### src/design/mlfq_pkg.sv
package mlfq_pkg;

	localparam int ID_W   = 4;
	localparam int SVC_W  = 12;
	localparam int LVL_W  = 2;
	localparam int TS_W   = 4;
	localparam int CFG_W  = 4;

	localparam logic [SVC_W-1:0] SAT_TICKS = 12'hFFF;
	localparam logic [SVC_W-1:0] SLICE_RST = 12'd2;
	localparam logic [TS_W-1:0]  TS_RST    = 4'd2;

	typedef enum logic [0:0] {
		CFG_TIME_SLICE = 1'b0,
		CFG_EXP_SLICES = 1'b1
	} cfg_idx_t;

	// One configuration word handed to the slice table.
	typedef struct packed {
		logic             wr;
		cfg_idx_t         idx;
		logic [CFG_W-1:0] data;
	} cfg_wr_t;

endpackage

### src/design/mlfq_ram.sv
module mlfq_ram #(
	parameter int WIDTH = 8,
	parameter int DEPTH = 16
) (
	input  logic                     clk,
	input  logic                     we,
	input  logic [$clog2(DEPTH)-1:0] waddr,
	input  logic [WIDTH-1:0]         wdata,
	input  logic [$clog2(DEPTH)-1:0] raddr,
	output logic [WIDTH-1:0]         rdata
);

	logic [WIDTH-1:0] mem [DEPTH];

	always_ff @(posedge clk) begin
		if (we) begin
			mem[waddr] <= wdata;
		end
		rdata <= mem[raddr];
	end

endmodule

### src/design/mlfq_slice_calc.sv
module mlfq_slice_calc
	import mlfq_pkg::*;
#(
	parameter int NUM_LEVELS = 4
) (
	input  logic                              clk,
	input  logic                              arst_n,
	input  cfg_wr_t                           cfg,
	output logic                              busy,
	output logic [NUM_LEVELS-1:0][SVC_W-1:0]  slices
);

	localparam int LW = $clog2(NUM_LEVELS);

	logic [TS_W-1:0]                  ts_q;
	logic                             exp_q;
	logic                             calc_q;
	logic [LW-1:0]                    lv_q;
	logic [SVC_W-1:0]                 pow_q;
	logic [NUM_LEVELS-1:0][SVC_W-1:0] slices_q;
	logic [SVC_W+TS_W-1:0]            prod;

	assign prod   = (SVC_W+TS_W)'(pow_q) * (SVC_W+TS_W)'(ts_q);
	assign busy   = calc_q;
	assign slices = slices_q;

	// Each write restarts a walk over the levels, one level per cycle,
	// building saturated base-slice powers, or the flat base slice.
	always_ff @(posedge clk or negedge arst_n) begin
		if (!arst_n) begin
			ts_q     <= TS_RST;
			exp_q    <= 1'b0;
			calc_q   <= 1'b0;
			lv_q     <= '0;
			pow_q    <= SVC_W'(1);
			slices_q <= {NUM_LEVELS{SLICE_RST}};
		end else if (cfg.wr) begin
			case (cfg.idx)
				CFG_TIME_SLICE: ts_q  <= TS_W'(cfg.data);
				CFG_EXP_SLICES: exp_q <= cfg.data[0];
				default: ;
			endcase
			calc_q <= 1'b1;
			lv_q   <= '0;
			pow_q  <= SVC_W'(1);
		end else if (calc_q) begin
			slices_q[lv_q] <= exp_q ? pow_q : SVC_W'(ts_q);
			pow_q          <= (prod > (SVC_W+TS_W)'(SAT_TICKS)) ? SAT_TICKS : prod[SVC_W-1:0];
			if (lv_q == LW'(NUM_LEVELS - 1)) begin
				calc_q <= 1'b0;
			end else begin
				lv_q <= lv_q + LW'(1);
			end
		end
	end

endmodule

### src/design/mlfq_tick_scheduler_top.sv
// Channel   Handshake                   Word
// input     start / busy                mode, job_id, service_time
// result    done (one-cycle strobe)     ran_valid, ran_id, ran_level, job_finished,
//                                       job_requeued, requeue_level
// config    cfg_valid / cfg_ready       cfg_index, cfg_data
//
// An arrival is written into the queue and job memories at the edge that accepts it,
// so busy never rises for it. A tick on a running job passes through ST_JOB (job
// memory read, then update); one that must dispatch a job first passes through ST_SLOT
// and ST_JOB (queue slot read, job memory read, update). An idle tick reports in the
// next cycle. Both memories have registered reads. A config write keeps busy high
// while the slice table is rebuilt. Reset is asynchronous and clears the control
// state only; the receiver cannot stall results.
module mlfq_tick_scheduler_top
	import mlfq_pkg::*;
#(
	parameter int NUM_LEVELS = 4,
	parameter int MAX_JOBS   = 16
) (
	input  logic             clk,
	input  logic             arst_n,
	input  logic             start,
	output logic             busy,
	input  logic             mode,
	input  logic [ID_W-1:0]  job_id,
	input  logic [SVC_W-1:0] service_time,
	output logic             done,
	output logic             ran_valid,
	output logic [ID_W-1:0]  ran_id,
	output logic [LVL_W-1:0] ran_level,
	output logic             job_finished,
	output logic             job_requeued,
	output logic [LVL_W-1:0] requeue_level,
	input  logic             cfg_valid,
	output logic             cfg_ready,
	input  logic [0:0]       cfg_index,
	input  logic [CFG_W-1:0] cfg_data
);

	localparam int LW  = $clog2(NUM_LEVELS);
	localparam int JW  = $clog2(MAX_JOBS);
	localparam int CW  = $clog2(MAX_JOBS + 1);
	localparam int SAW = $clog2(NUM_LEVELS * MAX_JOBS);

	typedef enum logic [1:0] {ST_IDLE, ST_SLOT, ST_JOB} state_t;

	function automatic logic [SAW-1:0] slot_addr(input logic [LW-1:0] lv,
		input logic [JW-1:0] idx);
		return SAW'(lv) * SAW'(MAX_JOBS) + SAW'(idx);
	endfunction

	state_t                           state_q;
	logic [JW-1:0]                    heads_q [NUM_LEVELS];
	logic [CW-1:0]                    counts_q [NUM_LEVELS];
	logic                             run_valid_q;
	logic [JW-1:0]                    run_id_q;
	logic [LW-1:0]                    run_level_q;
	logic [SVC_W-1:0]                 slice_used_q;

	logic                             calc_busy;
	logic [NUM_LEVELS-1:0][SVC_W-1:0] slices;
	cfg_wr_t                          cfg_wr;

	logic                             accept, arrive, tick, arrive_ok;
	logic [JW-1:0]                    jid;
	logic                             pick_found;
	logic [LW-1:0]                    pick_lv;
	logic                             any_queued;
	logic [JW-1:0]                    head0_dec;
	logic [JW-1:0]                    pick_head_inc;

	logic                             slot_we;
	logic [SAW-1:0]                   slot_waddr, slot_raddr;
	logic [JW-1:0]                    slot_wdata, slot_rdata;
	logic                             job_we;
	logic [JW-1:0]                    job_waddr, job_raddr;
	logic [2*SVC_W-1:0]               job_wdata, job_rdata;

	logic [SVC_W-1:0]                 svc, served_n, used_n;
	logic                             fin, expired, room;
	logic [LW-1:0]                    tgt;
	logic [JW:0]                      rear_sum;
	logic [JW-1:0]                    rear_pos;

	assign busy      = (state_q != ST_IDLE) || calc_busy;
	assign accept    = start && !busy;
	assign arrive    = accept && !mode;
	assign tick      = accept && mode;
	assign arrive_ok = arrive && (counts_q[0] < CW'(MAX_JOBS));
	assign cfg_ready = !calc_busy;

	assign cfg_wr.wr   = cfg_valid && cfg_ready;
	assign cfg_wr.idx  = cfg_idx_t'(cfg_index);
	assign cfg_wr.data = cfg_data;

	// Job ids fold onto the job table through a small constant table.
	always_comb begin
		jid = '0;
		for (int i = 0; i < (1 << ID_W); i++) begin
			if (job_id == ID_W'(i)) begin
				jid = JW'(i % MAX_JOBS);
			end
		end
	end

	always_comb begin
		pick_found = 1'b0;
		pick_lv    = '0;
		any_queued = 1'b0;
		for (int lv = NUM_LEVELS - 1; lv >= 0; lv--) begin
			if (counts_q[lv] != '0) begin
				pick_found = 1'b1;
				pick_lv    = LW'(lv);
				any_queued = 1'b1;
			end
		end
	end

	assign head0_dec     = (heads_q[0] == '0) ? JW'(MAX_JOBS - 1) : heads_q[0] - JW'(1);
	assign pick_head_inc = (heads_q[pick_lv] == JW'(MAX_JOBS - 1)) ? '0
		: heads_q[pick_lv] + JW'(1);

	// Update of the running job, valid while the job memory word is on rdata.
	assign svc      = job_rdata[2*SVC_W-1:SVC_W];
	assign served_n = (job_rdata[SVC_W-1:0] == SAT_TICKS) ? SAT_TICKS
		: job_rdata[SVC_W-1:0] + SVC_W'(1);
	assign used_n   = (slice_used_q == SAT_TICKS) ? SAT_TICKS : slice_used_q + SVC_W'(1);
	assign fin      = served_n >= svc;
	assign expired  = used_n >= slices[run_level_q];
	assign tgt      = (any_queued && run_level_q != LW'(NUM_LEVELS - 1))
		? run_level_q + LW'(1) : run_level_q;
	assign room     = counts_q[tgt] < CW'(MAX_JOBS);
	assign rear_sum = (JW+1)'(heads_q[tgt]) + (JW+1)'(counts_q[tgt]);
	assign rear_pos = (rear_sum >= (JW+1)'(MAX_JOBS)) ? JW'(rear_sum - (JW+1)'(MAX_JOBS))
		: JW'(rear_sum);

	// Only one item is in flight and busy is the interlock; the job memory is still read
	// and written at the same entry in the same cycle while in ST_JOB.
	always_comb begin
		slot_we    = 1'b0;
		slot_waddr = slot_addr('0, head0_dec);
		slot_wdata = jid;
		if (state_q == ST_JOB) begin
			slot_we    = !fin && expired && room;
			slot_waddr = slot_addr(tgt, rear_pos);
			slot_wdata = run_id_q;
		end else begin
			slot_we = arrive_ok;
		end
	end

	assign slot_raddr = slot_addr(pick_lv, heads_q[pick_lv]);

	always_comb begin
		job_we    = arrive_ok;
		job_waddr = jid;
		job_wdata = {service_time, {SVC_W{1'b0}}};
		if (state_q == ST_JOB) begin
			job_we    = 1'b1;
			job_waddr = run_id_q;
			job_wdata = {svc, served_n};
		end
	end

	assign job_raddr = (state_q == ST_SLOT) ? slot_rdata : run_id_q;

	mlfq_ram #(
		.WIDTH(JW),
		.DEPTH(NUM_LEVELS * MAX_JOBS)
	) u_slot_ram (
		.clk  (clk),
		.we   (slot_we),
		.waddr(slot_waddr),
		.wdata(slot_wdata),
		.raddr(slot_raddr),
		.rdata(slot_rdata)
	);

	mlfq_ram #(
		.WIDTH(2 * SVC_W),
		.DEPTH(MAX_JOBS)
	) u_job_ram (
		.clk  (clk),
		.we   (job_we),
		.waddr(job_waddr),
		.wdata(job_wdata),
		.raddr(job_raddr),
		.rdata(job_rdata)
	);

	mlfq_slice_calc #(
		.NUM_LEVELS(NUM_LEVELS)
	) u_slice_calc (
		.clk   (clk),
		.arst_n(arst_n),
		.cfg   (cfg_wr),
		.busy  (calc_busy),
		.slices(slices)
	);

	always_ff @(posedge clk or negedge arst_n) begin
		if (!arst_n) begin
			state_q       <= ST_IDLE;
			run_valid_q   <= 1'b0;
			run_id_q      <= '0;
			run_level_q   <= '0;
			slice_used_q  <= '0;
			done          <= 1'b0;
			ran_valid     <= 1'b0;
			ran_id        <= '0;
			ran_level     <= '0;
			job_finished  <= 1'b0;
			job_requeued  <= 1'b0;
			requeue_level <= '0;
			for (int lv = 0; lv < NUM_LEVELS; lv++) begin
				heads_q[lv]  <= '0;
				counts_q[lv] <= '0;
			end
		end else begin
			case (state_q)
				ST_IDLE: begin
					// An idle tick reports straight from ST_IDLE; every other tick reports from ST_JOB.
					done <= tick && !run_valid_q && !pick_found;
					if (arrive_ok) begin
						heads_q[0]  <= head0_dec;
						counts_q[0] <= counts_q[0] + CW'(1);
					end
					if (tick) begin
						if (run_valid_q) begin
							state_q <= ST_JOB;
						end else if (pick_found) begin
							heads_q[pick_lv]  <= pick_head_inc;
							counts_q[pick_lv] <= counts_q[pick_lv] - CW'(1);
							run_valid_q       <= 1'b1;
							run_level_q       <= pick_lv;
							slice_used_q      <= '0;
							state_q           <= ST_SLOT;
						end else begin
							ran_valid     <= 1'b0;
							ran_id        <= '0;
							ran_level     <= '0;
							job_finished  <= 1'b0;
							job_requeued  <= 1'b0;
							requeue_level <= '0;
						end
					end
				end
				ST_SLOT: begin
					done     <= 1'b0;
					run_id_q <= slot_rdata;
					state_q  <= ST_JOB;
				end
				ST_JOB: begin
					done          <= 1'b1;
					ran_valid     <= 1'b1;
					ran_id        <= ID_W'(run_id_q);
					ran_level     <= LVL_W'(run_level_q);
					job_finished  <= fin;
					job_requeued  <= !fin && expired && room;
					requeue_level <= (!fin && expired && room) ? LVL_W'(tgt) : '0;
					if (fin || expired) begin
						run_valid_q  <= 1'b0;
						slice_used_q <= '0;
					end else begin
						slice_used_q <= used_n;
					end
					if (!fin && expired && room) begin
						counts_q[tgt] <= counts_q[tgt] + CW'(1);
					end
					state_q <= ST_IDLE;
				end
				default: begin
					done    <= 1'b0;
					state_q <= ST_IDLE;
				end
			endcase
		end
	end

`ifndef SYNTHESIS
	a_fin_req_excl: assert property (@(posedge clk) disable iff (!arst_n)
		done |-> !(job_finished && job_requeued))
		else $error("job both finished and requeued");

	a_idle_zero: assert property (@(posedge clk) disable iff (!arst_n)
		(done && !ran_valid) |-> (!job_finished && !job_requeued && requeue_level == '0))
		else $error("idle tick carries job fields");

	a_run_latency: assert property (@(posedge clk) disable iff (!arst_n)
		(tick && run_valid_q) |=> ##1 done)
		else $error("tick on a running job did not report in two cycles");

	a_count_bound: assert property (@(posedge clk) disable iff (!arst_n)
		counts_q[0] <= CW'(MAX_JOBS))
		else $error("top queue count overflow");
`endif

endmodule

### config.mk
export PLATFORM = sky130hd
export DESIGN_NAME = mlfq_tick_scheduler_top
export DESIGN_NICKNAME = d
export VERILOG_FILES = /design/src/design/mlfq_pkg.sv /design/src/design/mlfq_ram.sv /design/src/design/mlfq_slice_calc.sv /design/src/design/mlfq_tick_scheduler_top.sv
export SDC_FILE = /design/constraint.sdc
export NUM_CORES = 1
export LEC_CHECK = 0
export BUFFER_PORTS_ARGS = -buffer_cell sky130_fd_sc_hd__buf_2
export CORE_MARGIN = 1.5
export CORE_UTILIZATION = 45
export CTS_BUF_LIST = sky130_fd_sc_hd__clkbuf_4 sky130_fd_sc_hd__clkbuf_8 sky130_fd_sc_hd__clkbuf_16
export DETAILED_ROUTE_END_ITERATION = 8
export MAX_ROUTING_LAYER = met4
export SETUP_SLACK_MARGIN = 0.05
export SYNTH_ARGS = -nofsm -noshare
export SYNTH_HDL_FRONTEND = slang
export SYNTH_SLANG_ARGS = --single-unit
export TNS_END_PERCENT = 10
### constraint.sdc
create_clock -name clk -period 5.4 [get_ports clk]
set_input_delay 0.27 -clock clk [delete_from_list [all_inputs] [get_ports clk]]
set_output_delay 0.27 -clock clk [all_outputs]
set_load 0.005 [all_outputs]
* Word level (Yosys, flattened, before mapping)
Memories as Yosys holds them, arrays and structs flattened. A register that Yosys moved wholly into a read port is not among the register bits.
Index checks and enable logic that the tools add are counted.
** Word-level totals
- Bits in registers :: 137
- RAM bits :: 640
- Bits of input ports :: 26
- Output and inout bits :: 14
- Memories kept :: 2
** Memory list
- u_job_ram.mem :: words 16, width 24, read ports 1, clocked after memory_dff 1, write ports 1, RTL line mlfq_ram.sv:13 : logic [WIDTH-1:0] mem [DEPTH];
- u_slot_ram.mem :: words 64, width 4, read ports 1, clocked after memory_dff 1, write ports 1, RTL line mlfq_ram.sv:13
** Operators by class
- $add $sub $neg :: 13
- Multiply operators :: 1
- Magnitude comparators :: 13
- Equal/unequal tests :: 30
- Multiplexer cells :: 118
- Bitwise logic cells :: 5
- Reduce and logical (&&, ||, !) cells :: 41
** Operators by type and width (number)
- $mux W12 :: 12
- $mux W4 :: 28
- $mux W20 :: 4
- $bwmux W48 :: 1
- $mux W16 :: 3
- $bwmux W20 :: 2
- $mux W5 :: 8
- $pmux W20 S2 :: 1
- $eq A4 B4 Y1 const B :: 9
- $mux W2 :: 16
- $add A12 B1 Y12 const B :: 2
- $bmux W12 S2 :: 1
- $demux W12 S2 :: 1
- $eq A12 B12 Y1 const B :: 2
- $ge A12 B12 Y1 :: 2
- $mux W24 :: 1
- $pmux W12 S2 :: 1
- $mux W1 :: 21
- $bmux W5 S2 :: 2
- $demux W5 S2 :: 2
- $reduce_bool A5 Y1 :: 4
- $bmux W4 S2 :: 2
- $bwmux W16 :: 1
- $eq A4 B3 Y1 const B :: 4
- other kinds (39) :: 91

* Logic depth before layout (Yosys ltp)
- Depth after elaboration :: 17
- Mapped depth :: 21

* Cells and area by module
A second synthesis with hierarchy kept.
** Unflattened totals
- Cells, all modules :: 2295
- Area, all modules :: 35590.4 um2
** Modules (own cells, without submodules)
- mlfq_ram (u_job_ram) :: times used 1, cells an instance 636, area an instance 14930.6 um2, sequential area each 12011.5 um2
- mlfq_ram (u_slot_ram) :: times used 1, cells an instance 521, area an instance 10407.5 um2, sequential area each 7767.4 um2
- mlfq_tick_scheduler_top :: times used 1, cells an instance 700, area an instance 6088.3 um2, sequential area each 1726.7 um2
- mlfq_slice_calc :: times used 1, cells an instance 438, area an instance 4164.0 um2, sequential area each 1709.1 um2

* Least setup slack after synthesis
OpenSTA, ideal clock, no wires.
- Path type :: register to register
- Start :: register counts_q[16] (netlist bit)
- End :: memory u_slot_ram.mem[12][0] (netlist bit) (enable)
- Library setup time :: 0.330 ns
- Arrival time :: 4.366 ns
- Data required time :: 5.070 ns
- Slack :: 0.704 ns
- Cell stages (with the launch flop) :: 16
- Buffers on the path :: 1
- Period minus slack after synthesis :: 4.696 ns
- Path through :: dfrtp_1 -> inv_1 -> ha_1 -> or4b_4 -> buf_6 -> nor3_4 -> a21oi_1 -> xnor2_1 -> mux4_2 -> ha_1 -> inv_1 -> fa_1 -> inv_1 -> o41ai_1 -> o21ai_0 -> nor2_1
** On the way
- Cells in the longest elaborated chain, start to end :: 13
- Elaborated cells between the ends (all ways) :: 24
- Classes of those cells :: 3 x add/sub; 3 x order compare; 13 x mux; 1 x bitwise; 4 x reduce/logical
** Ends and longest elaborated chain
- start, declared :: RTL line mlfq_tick_scheduler_top.sv:54 : logic [CW-1:0] counts_q [NUM_LEVELS];
- start signal, assigned by index :: RTL line mlfq_tick_scheduler_top.sv:233 : counts_q[pick_lv] <= counts_q[pick_lv] - CW'(1);
- start signal, assigned by index :: RTL line mlfq_tick_scheduler_top.sv:268 : counts_q[tgt] <= counts_q[tgt] + CW'(1);
- $reduce_bool A5 Y1 :: RTL line mlfq_tick_scheduler_top.sv:111 : if (counts_q[lv] != '0) begin
- $mux W1 :: RTL line mlfq_tick_scheduler_top.sv:111
- $logic_and A1 B1 Y1 :: RTL line mlfq_tick_scheduler_top.sv:130 : assign tgt = (any_queued && run_level_q != LW'(NUM_LEVELS - 1))
- $mux W2 :: RTL line mlfq_tick_scheduler_top.sv:131 : ? run_level_q + LW'(1) : run_level_q;
- $not A2 Y3 (not written as such) :: RTL line mlfq_tick_scheduler_top.sv:132, mlfq_tick_scheduler_top.sv:133
- $bmux W4 S2 / $bmux W5 S2 (equally long branches) :: RTL line mlfq_tick_scheduler_top.sv:133, mlfq_tick_scheduler_top.sv:132
- $mux W4 (not written as such) / $mux W5 (equally long branches) (2 in a row) :: RTL line mlfq_tick_scheduler_top.sv:133, mlfq_tick_scheduler_top.sv:132
- $add A4 B5 Y5 / $lt A5 B5 Y1 (equally long branches) :: RTL line mlfq_tick_scheduler_top.sv:133, mlfq_tick_scheduler_top.sv:132
- $sub A4 B1 Y4, or another cell as far along :: RTL line mlfq_tick_scheduler_top.sv:134 : assign rear_pos = (rear_sum >= (JW+1)'(MAX_JOBS)) ? JW'(rear_sum - (JW+1)'(MAX_JOBS))
- $mux W4 / $mux W1 (equally long branches) :: RTL line mlfq_tick_scheduler_top.sv:134, mlfq_tick_scheduler_top.sv:143
- $add A6 B4 Y6 / $mux W1 (equally long branches) :: RTL line mlfq_tick_scheduler_top.sv:49, mlfq_ram.sv:16
- $mux W6 / $mux W1 (equally long branches) :: RTL line mlfq_tick_scheduler_top.sv:143, mlfq_ram.sv:17
- end, declared :: RTL line mlfq_ram.sv:13
Several ways; a longest one is shown, not always the timed one. The select of a mux whose other input is x is not followed.

* Worst setup path after layout
- Start :: register counts_q[15] (netlist bit)
- End :: memory u_slot_ram.mem[8][0] (netlist bit) (enable)
Same word-level chain as after synthesis.

==> results.json <==
{
  "status": "completed",
  "grt_pass1_vias": 24581,
  "synth_warnings": 0,
  "rows": 103,
  "ant_nets": 0,
  "firstDrtPassIters": 6,
  "track_usage": 0.247,
  "core_sq_um": 79300,
  "postSynthNetCount": 3209,
  "die_area_sq_um": 82000,
  "dp_hpwl_um": 61100,
  "drive_above_1_share": 0.122,
  "cp-start-kind": "register",
  "path_max_fanout": 9,
  "fp.dieW_um": 286,
  "clk_pin_slew_ns": 0.06,
  "synth_flop_cell": "edfxtp_1",
  "hp-class": "input port to register",
  "layout_commonest_cell": "nand2_1",
  "rrSetupSlack_ns": 0.32,
  "htreeDepth": 3,
  "instances_no_fill": 4285,
  "post-route-min-period_ns": 5.08,
  "cts_buffers": 86,
  "clock_path_buffers": 3,
  "fmax_mhz": 197,
  "routed_wirelength_um": 97800,
  "ys_types": 86,
  "cts_tree": "done",
  "endpoint_kind": "register",
  "final_cell_mix": "nand2_1, edfxtp_1, nand3_1, dfrtp_1, nor2_1",
  "setup_viol": 0,
  "pin_count": 40,
  "antenna_found_initial": 0,
  "arrival_ns": 5.44,
  "syn-mean-instance-area_sq_um": 11.6,
  "wire_per_inst_um": 22.8,
  "cp_cell_sequence": "inv_1 -> ha_1 -> or4b_4 -> nor3_4 -> a21oi_1 -> xnor2_1 -> buf_4 -> mux4_2 -> ha_1 -> a21o_1 -> a21oi_1 -> xor2_1 -> xnor2_4 -> nor2_1 -> o21ai_0 -> nor2_1",
  "critPathRequiredTime_ns": 5.76,
  "critPathLaunch": "counts_q[15]$_DFFE_PN0P_",
  "worst_pin_slew_ns": 1.28,
  "clock_latency_ns": 0.65,
  "drv_cap": 0,
  "syn_area_sq_um": 36100,
  "critPathCapture": "u_slot_ram.mem[8][0]$_DFFE_PP_",
  "synth_cells": 3101,
  "maxSlewViolCount": 0,
  "p_leak_uw": 0.0155,
  "vias_per_cell": 5.77,
  "utilization": 0.518,
  "grt_max_degree": 111,
  "yosysSeqAreaShare": 0.643,
  "async_reset_ff_frac": 0.170,
  "finalHoldViolCount": 0,
  "relSlewSlack": 0.140,
  "slowest_stage": "or4b_4",
  "clock_skew_ns": 0.0445,
  "synth_edf_count": 640,
  "cts.root.buffer_cell": "clkbuf_16",
  "max-vdd-ir-drop_mv": 0.989,
  "dieHeight_um": 286,
  "cts_sinks": 805,
  "ys_seq_elements": 805,
  "dp.cells": 4117,
  "place_congestion": 0.949,
  "diodes": 0,
  "portBuffers": 39,
  "gr-total-overflow": 0,
  "rsz0062_at_grt": "yes",
  "critPathMaxStageDelay_ns": 0.57,
  "rr_worst_depth": 16,
  "initial_core_util": 0.456,
  "r2r-start": "counts_q[15]$_DFFE_PN0P_",
  "r2r-end": "u_slot_ram.mem[8][0]$_DFFE_PP_",
  "fill_cells": 6877,
  "period_share": 0.941,
  "grt_pass1_wl_um": 150000,
  "drt_iter0_markers": 2271,
  "nets": 3270,
  "drcViolationCount": 0,
  "power.density_nw_per_um2": 631,
  "area_growth_pct": 13.6,
  "critPathKind": "register to register",
  "vias": 24738
}
## report_power, final
group          internal, uW  switching (uW)  leakage [uW]
Clock                  3600            2460       0.00148
Sequential             7460             531       0.00777
Combinational          4440            7390       0.00628
## worst max-delay path: cells and delay by family (launching register included)
kind,cells,cell delay [ns]
multiplexers,1,0.50
buffers and inverters,2,0.37
AND/OR/NAND/NOR,4,1.14
flip-flops,1,0.43
AO/OA/AOI/OAI,4,1.00
adder cells (fa/ha/maj),2,0.43
XOR/XNOR,3,0.91
## layout make-up
type / instances / area (sq um) / area share
clock buffers: 117 / 2450 / 0.0596
multi-input cells: 2031 / 12100 / 0.295
well taps: 1050 / 1310 / 0.0320
flip-flops and latches: 805 / 23200 / 0.566
inverters: 93 / 357 / 0.00869
repair buffers: 145 / 1070 / 0.0262
clock inverters: 44 / 519 / 0.0127
## worst min path at each step
stage / startpoint / to / slack [ns] / depth (start not counted)
finish: cfg_index / u_slice_calc.ts_q[2]$_DFFE_PN0P_ / 0.07 / 3
global route: cfg_index / u_slice_calc.ts_q[2]$_DFFE_PN0P_ / 0.06 / 3
CTS: cfg_index / u_slice_calc.ts_q[2]$_DFFE_PN0P_ / 0.02 / 3
detailed placement: arst_n / u_slice_calc.ts_q[2]$_DFFE_PN0P_ / 0.42 / 1
global placement: arst_n / u_slice_calc.slices[38]$_DFFE_PN0P_ / 0.40 / 1
floorplan: arst_n / counts_q[0]$_DFFE_PN0P_ / -0.03 / 0
## registers in the layout, summed over array words and instances (netlist names), 2 cells and up
name                 count
u_slice_calc.lv_q        2
ran_level                2
u_job_ram.mem          384
ran_id                   4
requeue_level            2
u_slice_calc.pow_q      12
run_level_q              2
u_job_ram.rdata         24
counts_q                20
u_slice_calc.slices     48
slice_used_q            12
heads_q                 16
run_id_q                 4
state_q                  2
u_slot_ram.mem         256
u_slice_calc.ts_q        4
u_slot_ram.rdata         4
## cell families (layout without fill, tap and decap cells)
kind of cell / after synthesis / in the layout / share of synthesized area
fa+ha+maj: 82 / 82 / 0.0328
xor+xnor: 39 / 39 / 0.00966
simple gates: 1373 / 1373 / 0.167
mux: 110 / 110 / 0.0373
buf+inv: 265 / 399 / 0.0293
compound gates: 427 / 427 / 0.0814
flops: 805 / 805 / 0.643
## per-layer routing
layer  part of all wire  GRT usage
met3              0.059     0.0313
met5                  0          -
met4              0.030     0.0832
met2               0.48      0.389
met1               0.44      0.332
## cell usage after synthesis (all sizes together), types with 14 or more instances
| library cell | instances | area [sq um] |
|---|---|---|
| nand2b | 30 | 188 |
| ha | 61 | 763 |
| fa | 21 | 420 |
| buf | 48 | 243 |
| a32oi | 16 | 140 |
| nor2 | 154 | 588 |
| edfxtp | 640 | 19200 |
| a21oi | 82 | 414 |
| xnor2 | 27 | 244 |
| o211ai | 15 | 118 |
| inv | 93 | 349 |
| dfxtp | 28 | 561 |
| nand2 | 751 | 2820 |
| and3 | 41 | 257 |
| mux2i | 83 | 831 |
| a2bb2oi | 17 | 149 |
| dfrtp | 131 | 3280 |
| a31oi | 36 | 225 |
| clkbuf | 124 | 465 |
| nand3 | 283 | 1420 |
| a22o | 14 | 123 |
| a311oi | 51 | 447 |
| o21ai | 103 | 519 |
| and2 | 47 | 294 |
| mux4 | 19 | 428 |
## stage by stage
step                      setup slack [ns]  total power [uW]  TNS [ns]  hold slack (ns)  instance area, sq um
after global placement              0.0599             19600         0            0.398                 37900
after CTS                           0.0650             25900         0           0.0172                 41000
after detailed placement           -0.0454             19800    -0.182            0.424                 37900
after floorplan                      0.704             16200         0          -0.0256                 36100
final                                0.319             25900         0           0.0662                 41000
after global routing                0.0161             27600         0           0.0568                 41000
## timing repair
item | in CTS | in global routing
endpoints found under the hold margin | 87 | 0
cloned | 0 | 0
setup buffers | 0 | 1
pin swaps | 0 | 1
hold buffers | 6 | 0
gates resized for setup | 1 | 17
endpoints found under the setup margin | 32 | 196
Power figures use the tool's default switching activity.
